===== config.mk =====
export PLATFORM = sky130hd
export DESIGN_NAME = mean_filter_3x3_clipped_edges_top
export DESIGN_NICKNAME = d
export VERILOG_FILES = /design/src/design/mf3_pkg.sv /design/src/design/mean_filter_3x3_clipped_edges_top.sv /design/src/design/mf3_front.sv /design/src/design/mf3_queue.sv /design/src/design/mf3_back.sv
export SDC_FILE = /design/constraint.sdc
export NUM_CORES = 1
export LEC_CHECK = 0
export BUFFER_PORTS_ARGS = -buffer_cell sky130_fd_sc_hd__buf_4
export CORE_UTILIZATION = 25
export DETAILED_ROUTE_END_ITERATION = 16
export HOLD_SLACK_MARGIN = 0.06
export PLACE_DENSITY = 0.39
export SLEW_MARGIN = 40
export SYNTH_ARGS = -nofsm -noshare
export SYNTH_HDL_FRONTEND = slang
export SYNTH_SLANG_ARGS = --single-unit
export TNS_END_PERCENT = 10

===== constraint.sdc =====
create_clock -name aclk -period 5 [get_ports aclk]
set_clock_uncertainty 0.1 [all_clocks]
set_input_delay 0.75 -clock aclk [delete_from_list [all_inputs] [get_ports aclk]]
set_output_delay 0.75 -clock aclk [all_outputs]
set_load 0.01 [all_outputs]

===== src/design/mf3_pkg.sv =====
`timescale 1ns / 1ps
`default_nettype none
// ----------------------------------------------------------------------------
// mf3_pkg
// Shared types, constants and helpers of the clipped-edge 3x3 mean filter.
// ----------------------------------------------------------------------------
package mf3_pkg;

    localparam int MAX_DIM     = 16;
    localparam int PIX_W       = 8;
    localparam int SIZE_W      = 5;
    localparam int ROW_W       = $clog2(MAX_DIM);
    localparam int SLOT_W      = 2;
    localparam int ADDR_W      = SLOT_W + ROW_W;
    localparam int STORE_DEPTH = 3 * MAX_DIM;
    localparam int NJOBS       = 4;
    localparam int SUM_W       = 12;
    localparam int RECIP_W     = 15;
    localparam int PROD_W      = SUM_W + RECIP_W;
    localparam int QDEPTH      = 2;
    localparam int QPTR_W      = 1;
    localparam int QCNT_W      = 2;

    localparam logic [SIZE_W-1:0]  SIZE_RESET = SIZE_W'(16);
    localparam logic [SIZE_W-1:0]  SIZE_MIN   = SIZE_W'(2);
    localparam logic [SIZE_W-1:0]  SIZE_MAX   = SIZE_W'(MAX_DIM);

    // reciprocals scaled by 2^16
    localparam logic [RECIP_W-1:0] RECIP_4 = RECIP_W'(16384);
    localparam logic [RECIP_W-1:0] RECIP_6 = RECIP_W'(10923);
    localparam logic [RECIP_W-1:0] RECIP_9 = RECIP_W'(7282);

    // job bits: above-left, above-last-col, current-left, current-last-col
    localparam int JOB_UL = 0;
    localparam int JOB_UE = 1;
    localparam int JOB_CL = 2;
    localparam int JOB_CE = 3;

    typedef enum logic [1:0] {
        WIN_4,
        WIN_6,
        WIN_9
    } win_kind_t;

    typedef enum logic [2:0] {
        BK_IDLE,
        BK_PICK,
        BK_READ,
        BK_DRAIN,
        BK_DIV,
        BK_OUT
    } back_state_t;

    typedef struct packed {
        logic [PIX_W-1:0] pixel;
        logic [ROW_W-1:0] row;
        logic [ROW_W-1:0] col;
        logic [NJOBS-1:0] jobs;
    } q_entry_t;

    function automatic logic [SLOT_W-1:0] row_slot(input logic [ROW_W-1:0] y);
        logic [SLOT_W-1:0] s;
        case (y)
            4'd0, 4'd3, 4'd6, 4'd9, 4'd12, 4'd15: s = 2'd0;
            4'd1, 4'd4, 4'd7, 4'd10, 4'd13:       s = 2'd1;
            default:                              s = 2'd2;
        endcase
        return s;
    endfunction

    function automatic logic [RECIP_W-1:0] recip(input win_kind_t k);
        logic [RECIP_W-1:0] r;
        case (k)
            WIN_4:   r = RECIP_4;
            WIN_6:   r = RECIP_6;
            WIN_9:   r = RECIP_9;
            default: r = RECIP_4;
        endcase
        return r;
    endfunction

endpackage
`default_nettype wire


===== src/design/mean_filter_3x3_clipped_edges_top.sv =====
`timescale 1ns / 1ps
`default_nettype none
// ----------------------------------------------------------------------------
// mean_filter_3x3_clipped_edges_top
// Streaming 3x3 mean filter over a square 8-bit image, window clipped at edges.
// ----------------------------------------------------------------------------
// Usage:
//   cfg_wr_en/cfg_wr_data set the image size (2..16, clamped) and restart the
//   position at pixel (0,0). Write it only while the block is idle.
//   s_valid/s_ready/s_pixel carry one pixel per item in row-major order.
//   m_valid/m_ready carry the smoothed pixels with their row and column;
//   m_burst_end marks the last result caused by one input item.
// Back end:
//   An item with no result passes the back end through PICK and back to IDLE.
//   Each result passes PICK, READ, DRAIN, DIV and OUT; READ fetches its k = 4,
//   6 or 9 window pixels in turn through the single read port of the line
//   store. An item gives 0 to 4 results; each is valid once OUT is left.
//   A two-item queue lets input be taken while the back end works.
// Reset: position, size (16), queue and output valid are cleared.
// Receiver stall: the output register holds; the back end, then the queue,
//   then s_ready stop in turn. No item is lost.
// ----------------------------------------------------------------------------
module mean_filter_3x3_clipped_edges_top (
    input  wire logic                        aclk,
    input  wire logic                        aresetn,
    input  wire logic                        cfg_wr_en,
    input  wire logic [mf3_pkg::SIZE_W-1:0]  cfg_wr_data,
    input  wire logic                        s_valid,
    output logic                             s_ready,
    input  wire logic [mf3_pkg::PIX_W-1:0]   s_pixel,
    output logic                             m_valid,
    input  wire logic                        m_ready,
    output logic [mf3_pkg::PIX_W-1:0]        m_value,
    output logic [mf3_pkg::ROW_W-1:0]        m_out_row,
    output logic [mf3_pkg::ROW_W-1:0]        m_out_col,
    output logic                             m_burst_end
);
    import mf3_pkg::*;

    q_entry_t          q_in, q_head;
    logic              q_push, q_full, q_pop, q_empty;
    logic [ROW_W-1:0]  n_m1;

    mf3_front u_front (
        .aclk        (aclk),
        .aresetn     (aresetn),
        .cfg_wr_en   (cfg_wr_en),
        .cfg_wr_data (cfg_wr_data),
        .s_valid     (s_valid),
        .s_ready     (s_ready),
        .s_pixel     (s_pixel),
        .q_push      (q_push),
        .q_entry     (q_in),
        .q_full      (q_full),
        .n_m1        (n_m1)
    );

    mf3_queue u_queue (
        .aclk       (aclk),
        .aresetn    (aresetn),
        .push       (q_push),
        .push_entry (q_in),
        .full       (q_full),
        .pop        (q_pop),
        .head       (q_head),
        .empty      (q_empty)
    );

    mf3_back u_back (
        .aclk        (aclk),
        .aresetn     (aresetn),
        .n_m1        (n_m1),
        .q_head      (q_head),
        .q_empty     (q_empty),
        .q_pop       (q_pop),
        .m_valid     (m_valid),
        .m_ready     (m_ready),
        .m_value     (m_value),
        .m_out_row   (m_out_row),
        .m_out_col   (m_out_col),
        .m_burst_end (m_burst_end)
    );

    a_pop_nonempty: assert property (@(posedge aclk) disable iff (!aresetn)
        q_pop |-> !q_empty)
        else $error("back end took an item from an empty queue");

    a_above_jobs: assert property (@(posedge aclk) disable iff (!aresetn)
        (q_pop && q_head.jobs[JOB_UE]) |-> q_head.jobs[JOB_UL])
        else $error("row-end job above without its left neighbour job");

    a_last_row_jobs: assert property (@(posedge aclk) disable iff (!aresetn)
        (q_pop && q_head.jobs[JOB_CL]) |-> (q_head.row == n_m1))
        else $error("current-row job outside the last row");

endmodule
`default_nettype wire


===== src/design/mf3_front.sv =====
`timescale 1ns / 1ps
`default_nettype none
// ----------------------------------------------------------------------------
// mf3_front
// Holds the size register and input position, tags each item with its jobs.
// ----------------------------------------------------------------------------
module mf3_front (
    input  wire logic                        aclk,
    input  wire logic                        aresetn,
    input  wire logic                        cfg_wr_en,
    input  wire logic [mf3_pkg::SIZE_W-1:0]  cfg_wr_data,
    input  wire logic                        s_valid,
    output logic                             s_ready,
    input  wire logic [mf3_pkg::PIX_W-1:0]   s_pixel,
    output logic                             q_push,
    output mf3_pkg::q_entry_t                q_entry,
    input  wire logic                        q_full,
    output logic [mf3_pkg::ROW_W-1:0]        n_m1
);
    import mf3_pkg::*;

    logic [SIZE_W-1:0] size_reg, size_next;
    logic [ROW_W-1:0]  row_reg, row_next;
    logic [ROW_W-1:0]  col_reg, col_next;
    logic [SIZE_W-1:0] size_eff;
    logic [ROW_W-1:0]  cur_row, cur_col;
    logic              accept;

    always_comb begin
        if (size_reg < SIZE_MIN) begin
            size_eff = SIZE_MIN;
        end else if (size_reg > SIZE_MAX) begin
            size_eff = SIZE_MAX;
        end else begin
            size_eff = size_reg;
        end
        n_m1 = ROW_W'(size_eff - SIZE_W'(1));
    end

    always_comb begin
        if (row_reg > n_m1 || col_reg > n_m1) begin
            cur_row = '0;
            cur_col = '0;
        end else begin
            cur_row = row_reg;
            cur_col = col_reg;
        end
    end

    assign s_ready = !q_full;
    assign accept  = s_valid && !q_full;
    assign q_push  = accept;

    always_comb begin
        q_entry.pixel        = s_pixel;
        q_entry.row          = cur_row;
        q_entry.col          = cur_col;
        q_entry.jobs[JOB_UL] = (cur_row != '0) && (cur_col != '0);
        q_entry.jobs[JOB_UE] = q_entry.jobs[JOB_UL] && (cur_col == n_m1);
        q_entry.jobs[JOB_CL] = (cur_row == n_m1) && (cur_col != '0);
        q_entry.jobs[JOB_CE] = q_entry.jobs[JOB_CL] && (cur_col == n_m1);
    end

    always_comb begin
        size_next = size_reg;
        row_next  = row_reg;
        col_next  = col_reg;
        if (cfg_wr_en) begin
            size_next = cfg_wr_data;
            row_next  = '0;
            col_next  = '0;
        end else if (accept) begin
            if (cur_col == n_m1) begin
                col_next = '0;
                row_next = (cur_row == n_m1) ? '0 : cur_row + ROW_W'(1);
            end else begin
                col_next = cur_col + ROW_W'(1);
                row_next = cur_row;
            end
        end
    end

    always_ff @(posedge aclk) begin
        if (!aresetn) begin
            size_reg <= SIZE_RESET;
            row_reg  <= '0;
            col_reg  <= '0;
        end else begin
            size_reg <= size_next;
            row_reg  <= row_next;
            col_reg  <= col_next;
        end
    end

endmodule
`default_nettype wire


===== src/design/mf3_queue.sv =====
`timescale 1ns / 1ps
`default_nettype none
// ----------------------------------------------------------------------------
// mf3_queue
// Two-entry queue of tagged items between front and back.
// ----------------------------------------------------------------------------
module mf3_queue (
    input  wire logic              aclk,
    input  wire logic              aresetn,
    input  wire logic              push,
    input  wire mf3_pkg::q_entry_t push_entry,
    output logic                   full,
    input  wire logic              pop,
    output mf3_pkg::q_entry_t      head,
    output logic                   empty
);
    import mf3_pkg::*;

    q_entry_t            entries_reg [QDEPTH];
    logic [QPTR_W-1:0]   wr_ptr_reg, wr_ptr_next;
    logic [QPTR_W-1:0]   rd_ptr_reg, rd_ptr_next;
    logic [QCNT_W-1:0]   count_reg, count_next;
    logic                do_push, do_pop;

    assign full    = (count_reg == QCNT_W'(QDEPTH));
    assign empty   = (count_reg == '0);
    assign head    = entries_reg[rd_ptr_reg];
    assign do_push = push && !full;
    assign do_pop  = pop && !empty;

    always_comb begin
        wr_ptr_next = do_push ? wr_ptr_reg + QPTR_W'(1) : wr_ptr_reg;
        rd_ptr_next = do_pop  ? rd_ptr_reg + QPTR_W'(1) : rd_ptr_reg;
        count_next  = count_reg;
        if (do_push && !do_pop) begin
            count_next = count_reg + QCNT_W'(1);
        end else if (do_pop && !do_push) begin
            count_next = count_reg - QCNT_W'(1);
        end
    end

    always_ff @(posedge aclk) begin
        if (do_push) begin
            entries_reg[wr_ptr_reg] <= push_entry;
        end
    end

    always_ff @(posedge aclk) begin
        if (!aresetn) begin
            wr_ptr_reg <= '0;
            rd_ptr_reg <= '0;
            count_reg  <= '0;
        end else begin
            wr_ptr_reg <= wr_ptr_next;
            rd_ptr_reg <= rd_ptr_next;
            count_reg  <= count_next;
        end
    end

endmodule
`default_nettype wire


===== src/design/mf3_back.sv =====
`timescale 1ns / 1ps
`default_nettype none
// ----------------------------------------------------------------------------
// mf3_back
// Line store, window summation, reciprocal division and output register.
// ----------------------------------------------------------------------------
module mf3_back (
    input  wire logic                        aclk,
    input  wire logic                        aresetn,
    input  wire logic [mf3_pkg::ROW_W-1:0]   n_m1,
    input  wire mf3_pkg::q_entry_t           q_head,
    input  wire logic                        q_empty,
    output logic                             q_pop,
    output logic                             m_valid,
    input  wire logic                        m_ready,
    output logic [mf3_pkg::PIX_W-1:0]        m_value,
    output logic [mf3_pkg::ROW_W-1:0]        m_out_row,
    output logic [mf3_pkg::ROW_W-1:0]        m_out_col,
    output logic                             m_burst_end
);
    import mf3_pkg::*;

    back_state_t         state_reg, state_next;
    logic [PIX_W-1:0]    store [STORE_DEPTH];
    logic [PIX_W-1:0]    rdata_reg;
    logic                rd_pend_reg, rd_pend_next;

    logic [ROW_W-1:0]    item_row_reg, item_row_next;
    logic [ROW_W-1:0]    item_col_reg, item_col_next;
    logic [NJOBS-1:0]    jobs_reg, jobs_next;
    logic [ROW_W-1:0]    job_row_reg, job_row_next;
    logic [ROW_W-1:0]    job_col_reg, job_col_next;
    logic                last_reg, last_next;
    win_kind_t           kind_reg, kind_next;
    logic [ROW_W-1:0]    y_reg, y_next;
    logic [ROW_W-1:0]    x_reg, x_next;
    logic [ROW_W-1:0]    r1_reg, r1_next;
    logic [ROW_W-1:0]    c0_reg, c0_next;
    logic [ROW_W-1:0]    c1_reg, c1_next;
    logic [SUM_W-1:0]    sum_reg, sum_next;
    logic [PROD_W-1:0]   prod_reg, prod_next;

    logic                m_valid_reg, m_valid_next;
    logic [PIX_W-1:0]    m_value_reg, m_value_next;
    logic [ROW_W-1:0]    m_row_reg, m_row_next;
    logic [ROW_W-1:0]    m_col_reg, m_col_next;
    logic                m_end_reg, m_end_next;

    logic                out_free;
    logic                mem_we;
    logic [ADDR_W-1:0]   wr_addr, rd_addr;
    logic                read_done;
    logic [ROW_W-1:0]    r_sel, c_sel;
    logic [NJOBS-1:0]    jobs_left;
    logic                rows3, cols3;

    assign out_free  = !m_valid_reg || m_ready;
    assign wr_addr   = {row_slot(q_head.row), q_head.col};
    assign rd_addr   = {row_slot(y_reg), x_reg};
    assign read_done = (x_reg == c1_reg) && (y_reg == r1_reg);

    // next job, lowest pending bit first
    always_comb begin
        r_sel     = item_row_reg;
        c_sel     = n_m1;
        jobs_left = jobs_reg;
        if (jobs_reg[JOB_UL]) begin
            r_sel             = item_row_reg - ROW_W'(1);
            c_sel             = item_col_reg - ROW_W'(1);
            jobs_left[JOB_UL] = 1'b0;
        end else if (jobs_reg[JOB_UE]) begin
            r_sel             = item_row_reg - ROW_W'(1);
            c_sel             = n_m1;
            jobs_left[JOB_UE] = 1'b0;
        end else if (jobs_reg[JOB_CL]) begin
            r_sel             = item_row_reg;
            c_sel             = item_col_reg - ROW_W'(1);
            jobs_left[JOB_CL] = 1'b0;
        end else begin
            r_sel             = item_row_reg;
            c_sel             = n_m1;
            jobs_left[JOB_CE] = 1'b0;
        end
        rows3 = (r_sel != '0) && (r_sel != n_m1);
        cols3 = (c_sel != '0) && (c_sel != n_m1);
    end

    always_comb begin
        state_next = state_reg;
        case (state_reg)
            BK_IDLE: begin
                if (!q_empty) begin
                    state_next = BK_PICK;
                end
            end
            BK_PICK: begin
                state_next = (jobs_reg == '0) ? BK_IDLE : BK_READ;
            end
            BK_READ: begin
                if (read_done) begin
                    state_next = BK_DRAIN;
                end
            end
            BK_DRAIN: state_next = BK_DIV;
            BK_DIV:   state_next = BK_OUT;
            BK_OUT: begin
                if (out_free) begin
                    state_next = BK_PICK;
                end
            end
            default: state_next = BK_IDLE;
        endcase
    end

    always_comb begin
        q_pop         = 1'b0;
        mem_we        = 1'b0;
        rd_pend_next  = 1'b0;
        item_row_next = item_row_reg;
        item_col_next = item_col_reg;
        jobs_next     = jobs_reg;
        job_row_next  = job_row_reg;
        job_col_next  = job_col_reg;
        last_next     = last_reg;
        kind_next     = kind_reg;
        y_next        = y_reg;
        x_next        = x_reg;
        r1_next       = r1_reg;
        c0_next       = c0_reg;
        c1_next       = c1_reg;
        sum_next      = rd_pend_reg ? sum_reg + SUM_W'(rdata_reg) : sum_reg;
        prod_next     = prod_reg;
        m_valid_next  = m_ready ? 1'b0 : m_valid_reg;
        m_value_next  = m_value_reg;
        m_row_next    = m_row_reg;
        m_col_next    = m_col_reg;
        m_end_next    = m_end_reg;
        case (state_reg)
            BK_IDLE: begin
                if (!q_empty) begin
                    q_pop         = 1'b1;
                    mem_we        = 1'b1;
                    item_row_next = q_head.row;
                    item_col_next = q_head.col;
                    jobs_next     = q_head.jobs;
                end
            end
            BK_PICK: begin
                if (jobs_reg != '0) begin
                    jobs_next    = jobs_left;
                    last_next    = (jobs_left == '0);
                    job_row_next = r_sel;
                    job_col_next = c_sel;
                    y_next       = (r_sel != '0) ? r_sel - ROW_W'(1) : r_sel;
                    r1_next      = (r_sel != n_m1) ? r_sel + ROW_W'(1) : r_sel;
                    c0_next      = (c_sel != '0) ? c_sel - ROW_W'(1) : c_sel;
                    c1_next      = (c_sel != n_m1) ? c_sel + ROW_W'(1) : c_sel;
                    x_next       = c0_next;
                    sum_next     = '0;
                    if (rows3 && cols3) begin
                        kind_next = WIN_9;
                    end else if (rows3 || cols3) begin
                        kind_next = WIN_6;
                    end else begin
                        kind_next = WIN_4;
                    end
                end
            end
            BK_READ: begin
                rd_pend_next = 1'b1;
                if (x_reg == c1_reg) begin
                    x_next = c0_reg;
                    if (!read_done) begin
                        y_next = y_reg + ROW_W'(1);
                    end
                end else begin
                    x_next = x_reg + ROW_W'(1);
                end
            end
            BK_DRAIN: begin
            end
            BK_DIV: begin
                prod_next = PROD_W'(sum_reg) * PROD_W'(recip(kind_reg));
            end
            BK_OUT: begin
                if (out_free) begin
                    m_valid_next = 1'b1;
                    m_value_next = prod_reg[16 +: PIX_W];
                    m_row_next   = job_row_reg;
                    m_col_next   = job_col_reg;
                    m_end_next   = last_reg;
                end
            end
            default: begin
            end
        endcase
    end

    always_ff @(posedge aclk) begin
        if (mem_we) begin
            store[wr_addr] <= q_head.pixel;
        end
        rdata_reg <= store[rd_addr];
    end

    always_ff @(posedge aclk) begin
        if (!aresetn) begin
            state_reg   <= BK_IDLE;
            rd_pend_reg <= 1'b0;
            m_valid_reg <= 1'b0;
        end else begin
            state_reg   <= state_next;
            rd_pend_reg <= rd_pend_next;
            m_valid_reg <= m_valid_next;
        end
    end

    always_ff @(posedge aclk) begin
        item_row_reg <= item_row_next;
        item_col_reg <= item_col_next;
        jobs_reg     <= jobs_next;
        job_row_reg  <= job_row_next;
        job_col_reg  <= job_col_next;
        last_reg     <= last_next;
        kind_reg     <= kind_next;
        y_reg        <= y_next;
        x_reg        <= x_next;
        r1_reg       <= r1_next;
        c0_reg       <= c0_next;
        c1_reg       <= c1_next;
        sum_reg      <= sum_next;
        prod_reg     <= prod_next;
        m_value_reg  <= m_value_next;
        m_row_reg    <= m_row_next;
        m_col_reg    <= m_col_next;
        m_end_reg    <= m_end_next;
    end

    assign m_valid     = m_valid_reg;
    assign m_value     = m_value_reg;
    assign m_out_row   = m_row_reg;
    assign m_out_col   = m_col_reg;
    assign m_burst_end = m_end_reg;

endmodule
`default_nettype wire


Yosys cells after proc, flatten, opt, wreduce, memory -nomap -nowiden
Memories as Yosys holds them, arrays and structs flattened. A register that Yosys moved wholly into a read port is not among the register bits.
Index checks and enable logic that the tools add are counted.

word-level totals
  flip-flop bits (word level) = 118
  latch bits = 0
  RAM bits = 424
  ROM bits = 64
  word-level logic and storage cells = 170
  memories kept = 4

cells by class
  add/subtract/negate cells = 16
  $mul = 1
  divide/modulo/power cells = 0
  magnitude comparators = 4
  equality and inequality tests = 20
  shift-type cells = 0
  muxes and demuxes = 55
  bitwise logic cells = 2
  reduce and logical (&&, ||, !) cells = 41

memories
  memory               words  width  read ports  clocked after Yosys merged registers in  write ports  RTL line         RTL
  u_back.store         48     8      1           1                                        1            mf3_back.sv:24   logic [PIX_W-1:0] store [STORE_DEPTH];
  u_queue.entries_reg  2      20     1           1                                        1            mf3_queue.sv:19  q_entry_t entries_reg [QDEPTH];
  (no name shown)      16     2      1           1                                        0            mf3_pkg.sv:63    case (y)
  (no name shown)      16     2      1           0                                        0            mf3_pkg.sv:63

operators by type and width
  operator             count
  $mux 4               24
  $mux 12              3
  $pmux 15 s2          1
  $add 4x1->4 const B  6
  $mul 12x15->24       1
  $pmux 4 s2           3
  $reduce_bool 4->1    5
  $sub 4x1->4 const B  5
  $pmux 3 s6           1
  $eq 4x4->1           4
  $mux 15              1
  $mux 1               14
  $logic_and 1x1->1    13
  $add 12x8->12        1
  $mux 3               4
  $gt 4x4->1           2
  $logic_not 4->1      2
  $mux 2               4
  $ne 2x1->1 const B   4
  $ne 4x4->1           2
  $reduce_and 2->1     4
  $eq 3x2->1 const B   2
  $eq 3x3->1 const B   2
  $reduce_and 3->1     2
  other kinds (17)     29

Logic depth before layout (Yosys ltp)
  word-level depth = 11
  mapped depth = 22

Modules after synthesis
From an unflattened synthesis, not the netlist that was laid out.

unflattened totals
  cells, all modules = 1,727
  area total of the unflattened synthesis = 26,456.6 µm²

modules (own cells, without submodules)
  module     instances  cells an instance  area an instance (µm²)  sequential area each (µm²)
  mf3_back   1          1,464              23,431.2                14,113.5
  mf3_queue  1          87                 1,670.4                 1,301.2
  mf3_front  1          176                1,355.0                 260.2

Least setup slack after synthesis
No wires, ideal clock.

  path kind = register to register
  from = register u_back.kind_reg[1]
  to = register u_back.prod_reg[22], data pin
  library setup time = 0.258 ns
  arrival = 5.183 ns
  slack = -0.541 ns
  cell stages (with the launch flop) = 21
  path buffers = 1
  clock period less this slack = 5.541 ns
  path through = edfxtp_1 -> ha_1 -> clkbuf_1 -> nor2b_1 -> fa_1 -> inv_1 -> fa_1 -> inv_1 -> fa_1 -> fa_1 -> inv_1 -> fa_1 -> inv_1 -> ha_1 -> a21oi_1 -> o211ai_1 -> nand3_1 -> o21ai_0 -> or3_1 -> a31oi_1 -> xnor2_1

on the way
  longest elaborated chain between the ends = 4
  elaborated cells between the ends (all ways) = 5

ends and longest elaborated chain
  element                                   RTL line         RTL
  from (decl)                               mf3_back.sv:34   win_kind_t kind_reg, kind_next;
  from (signal assigned)                    mf3_back.sv:225  kind_reg <= kind_next;
  $eq 2x2->1 or $eq 2x1->1 (tied branches)  mf3_pkg.sv:73    case (k)
  $pmux 15 s2 *                             mf3_pkg.sv:73
  $mux 15 *                                 mf3_back.sv:138  case (state_reg)
  $mul 12x15->24 *                          mf3_back.sv:183  prod_next = PROD_W'(sum_reg) * PROD_W'(recip(kind_reg));
  to (signal assigned)                      mf3_back.sv:232  prod_reg <= prod_next;
  to (decl)                                 mf3_back.sv:41   logic [PROD_W-1:0] prod_reg, prod_next;

Every way passes the cells marked *; elsewhere a longest branch is shown, timed or not. The select of a mux whose other input is x is not followed.
A chain may end at the register's enable or synchronous reset.

Worst setup path in the final report
Same ends and word-level chain as after synthesis.

==> results.tsv <==
stage	metric	value	unit
finish	most frequent cells in the layout	edfxtp_1, inv_1, buf_4	
power	PD cells	667	nW/µm²
critical_path	critical path class	reg -> reg	
synthesis	largest family of logic cells by synthesized area	multiplexers	
finish	most common cell after layout, fill and taps aside	edfxtp_1	
floorplanning	# IOs	37	
run_status	status	finished with violations	
grt	first-pass GRT wire length	99400	µm
clocking	clock tree sinks	537	
clocking	Inserted Clock Buffers	66	
finish	layout cell share with drive strength beyond 1	25.8	%
drt	vias	14500	
grt	Global Route Usage Sum	12.4	%
synthesis	Synth Area in Adders	11.6	%
clocking	depth of the CTS H-tree	3	
sta	count of final setup violators	8	
synthesis	Post-Synth XOR/XNOR Area	2.62	%
drt	vias per cell	4.35	
synthesis	Seq cells post-synth	537	
finish	fin nets	2111	
synthesis	multiplexer share of the synthesized area	12.3	%
critical_path	Worst EP arrival	5600	ps
sta	Hold Vio Cnt, Final	0	
synthesis	synth warn	0	
finish	max reg flops	384	
critical_path	crit start category	flip-flop	
finish	filler cell count	10300	
synthesis	post-synth cell types	77	
floorplanning	row cnt	118	
synthesis	asr flop ratio synth	0	%
synthesis	Mapped Area	26400	µm²
grt	vias in the first global route	15800	
clocking	Clock Latency Late Sink	610	ps
synthesis	ys flop type	edfxtp_1	
grt	gr ovfl total	0	
grt	largest net degree at the start of global routing	99	
drt	drt pass-1 iters	5	
finish	Reg area	15700	µm²
grt	initial antenna violation count	1	
synthesis	syn_nets	1934	
flow_run	max_cap viols	0	
floorplanning	Die Ht	327	µm
clocking	CTS tree	done	
floorplanning	core area	104000	µm²
sta	final period utilization	107	%
synthesis	Mean Syn Cell Area	15.3	µm²
critical_path	reg2reg setup slack	-350	ps
clocking	Clk Tree Root Cell	clkbuf_16	
clocking	# hold bufs at CTS	0	
placed_design	IO Port Bufs	36	
placed_design	routability cong.	0.800	
floorplanning	die area	107000	µm²
drt	DR DRC count	0	
sta	worst slew pin tran	798	ps
critical_path	crit path max fanout	6	
drt	DRT iter0 DRCs	717	
critical_path	CP endpoint kind	flip-flop	
sta	final worst path period need	5350	ps
drt	post-route ant nets	0	
hold_path	Hold/Removal Path Class	in -> reg	
drt	wire per inst	19.5	µm
clocking	clk slew on worst S/H paths	60	ps
placed_design	cell count after placement	3201	
synthesis	sequential cell area fraction in the yosys report	59.3	%
clocking	clk buf depth	3	
sta	RSZ-0062 raised after global routing	yes	
sta	fin worst setup slack	-345	ps
critical_path	CP Data Required Time	5260	ps
sta	Max Clk Rate	187	MHz
finish	Synth-to-Final Area Change	20.2	%
finish	filler-free cell count of the finished design	3333	
drt	final WL	65200	µm
sta	Slew headroom	46.6	%
synthesis	Post-synth EDFFs	492	
placed_design	Post-DP HPWL	44300	µm
sta	Hold WS	221	ps
sta	max-slew violations	0	
power	Static Leak	11.7	nW
synthesis	Simple-Gate Fraction of Synth Area	6.43	%
run_status	failing checks	setup timing	
synthesis	Synth Area in Compound Gates	4.17	%
finish	multi-input logic area	10200	µm²
synthesis	Post-Synthesis Cells	1723	
power	IR drop worst, VDD	0.463	mV
floorplanning	Die X	327	µm
floorplanning	initial core utilization	25.4	%
-- cells by family after synthesis --
kind of cell,after synthesis
DFF,537
and+or+nand+nor,338
buffers and inverters,245
adders and majority gates,194
muxes,173
AOI/OAI and AO/OA,160
xor gates and xnor gates,76
-- what timing repair did --
item                                    CTS  global route
buffers inserted                         10             0
pin swaps                                22             0
endpoints found under the setup margin    8             8
gates cloned                              1             0
gates resized for setup                  49             5
-- critical path: stages (launching register included) --
cell and delay, ps:
edfxtp_1 430, ha_4 350, buf_6 130, nor2b_4 40
fa_2 570, ha_4 210, xnor2_1 140, fa_1 550
inv_1 50, fa_1 470, inv_1 50, fa_1 470
inv_1 70, ha_4 230, a21oi_4 160, o211ai_1 110
nor2_1 200, o21ai_2 90, or3_4 390, a31oi_4 170
xnor2_1 100
-- metal layers --
layer,global-route usage (%),part of all wire [%],vias up
li1,-,-,6781
met1,15.9,45,7446
met2,21.1,50,198
met3,1.87,3.0,86
met4,4.31,2.4,0
met5,0,0,-
-- per-stage QoR --
stage                     power [mW]  setup slack, ps  TNS (ps)  instance area, µm²  util (%)
after floorplan                 12.6             -165      -399               26500         -
after global placement          16.2             -367     -2100               29200      28.0
after detailed placement        16.3             -469     -2470               29300      28.1
after CTS                       21.5             -345     -1800               31700      30.5
after global routing            22.8             -586     -3620               31800      30.5
final                           21.2             -345     -1640               31800      30.5
-- final cells by class --
cell class                      count  share of cell area [%]
Antenna cell                        1                 0.00788
Multi-Input combinational cell    941                    32.3
Sequential cell                   537                    49.4
Tap cell                         1380                    5.44
Clock buffer                       86                    5.47
Clock inverter                     34                    1.08
Timing Repair Buffer              168                    4.19
Inverter                          186                    2.20
-- final timing paths --
path         cells after the start                    endpoint           startpoint
max                             20         u_back.prod_reg[22]   u_back.kind_reg[1]
min                              1  u_queue.entries_reg[1][18]           s_pixel[6]
max reg2reg                     20         u_back.prod_reg[22]   u_back.kind_reg[1]
min reg2reg                      0           u_back.m_value[1]  u_back.prod_reg[17]
-- power by group --
part | total (mW) | internal (mW) | switching, mW
Combinational | 10.5 | 4.82 | 5.64
Sequential | 6.13 | 5.84 | 0.297
Clock | 4.59 | 2.65 | 1.94
Total | 21.2 | 13.3 | 7.88
-- Yosys cell counts, drive strengths merged (7+ instances only) --
| cell | instances | area [µm²] |
|---|---|---|
| dfxtp | 45 | 901 |
| nor3 | 11 | 55.1 |
| nand3 | 17 | 85.1 |
| nand4 | 18 | 113 |
| fa | 84 | 1680 |
| mux4 | 120 | 2700 |
| a21oi | 30 | 154 |
| xnor2 | 51 | 447 |
| xor2 | 23 | 201 |
| buf | 20 | 97.6 |
| o21a | 8 | 60.1 |
| a211oi | 7 | 70.1 |
| a31oi | 13 | 81.3 |
| nand2b | 9 | 56.3 |
| nand2 | 81 | 304 |
| a21o | 16 | 120 |
| clkbuf | 39 | 146 |
| mux2 | 14 | 158 |
| and3 | 8 | 50.1 |
| and2 | 35 | 219 |
| nor2b | 26 | 163 |
| nor2 | 92 | 345 |
| ha | 109 | 1360 |
| o21ai | 38 | 190 |
| or3 | 12 | 85.1 |
| mux2i | 39 | 390 |
| inv | 185 | 694 |
| edfxtp | 492 | 14800 |
| o211ai | 8 | 60.1 |
Note: power is estimated with default switching activity, not from simulation.
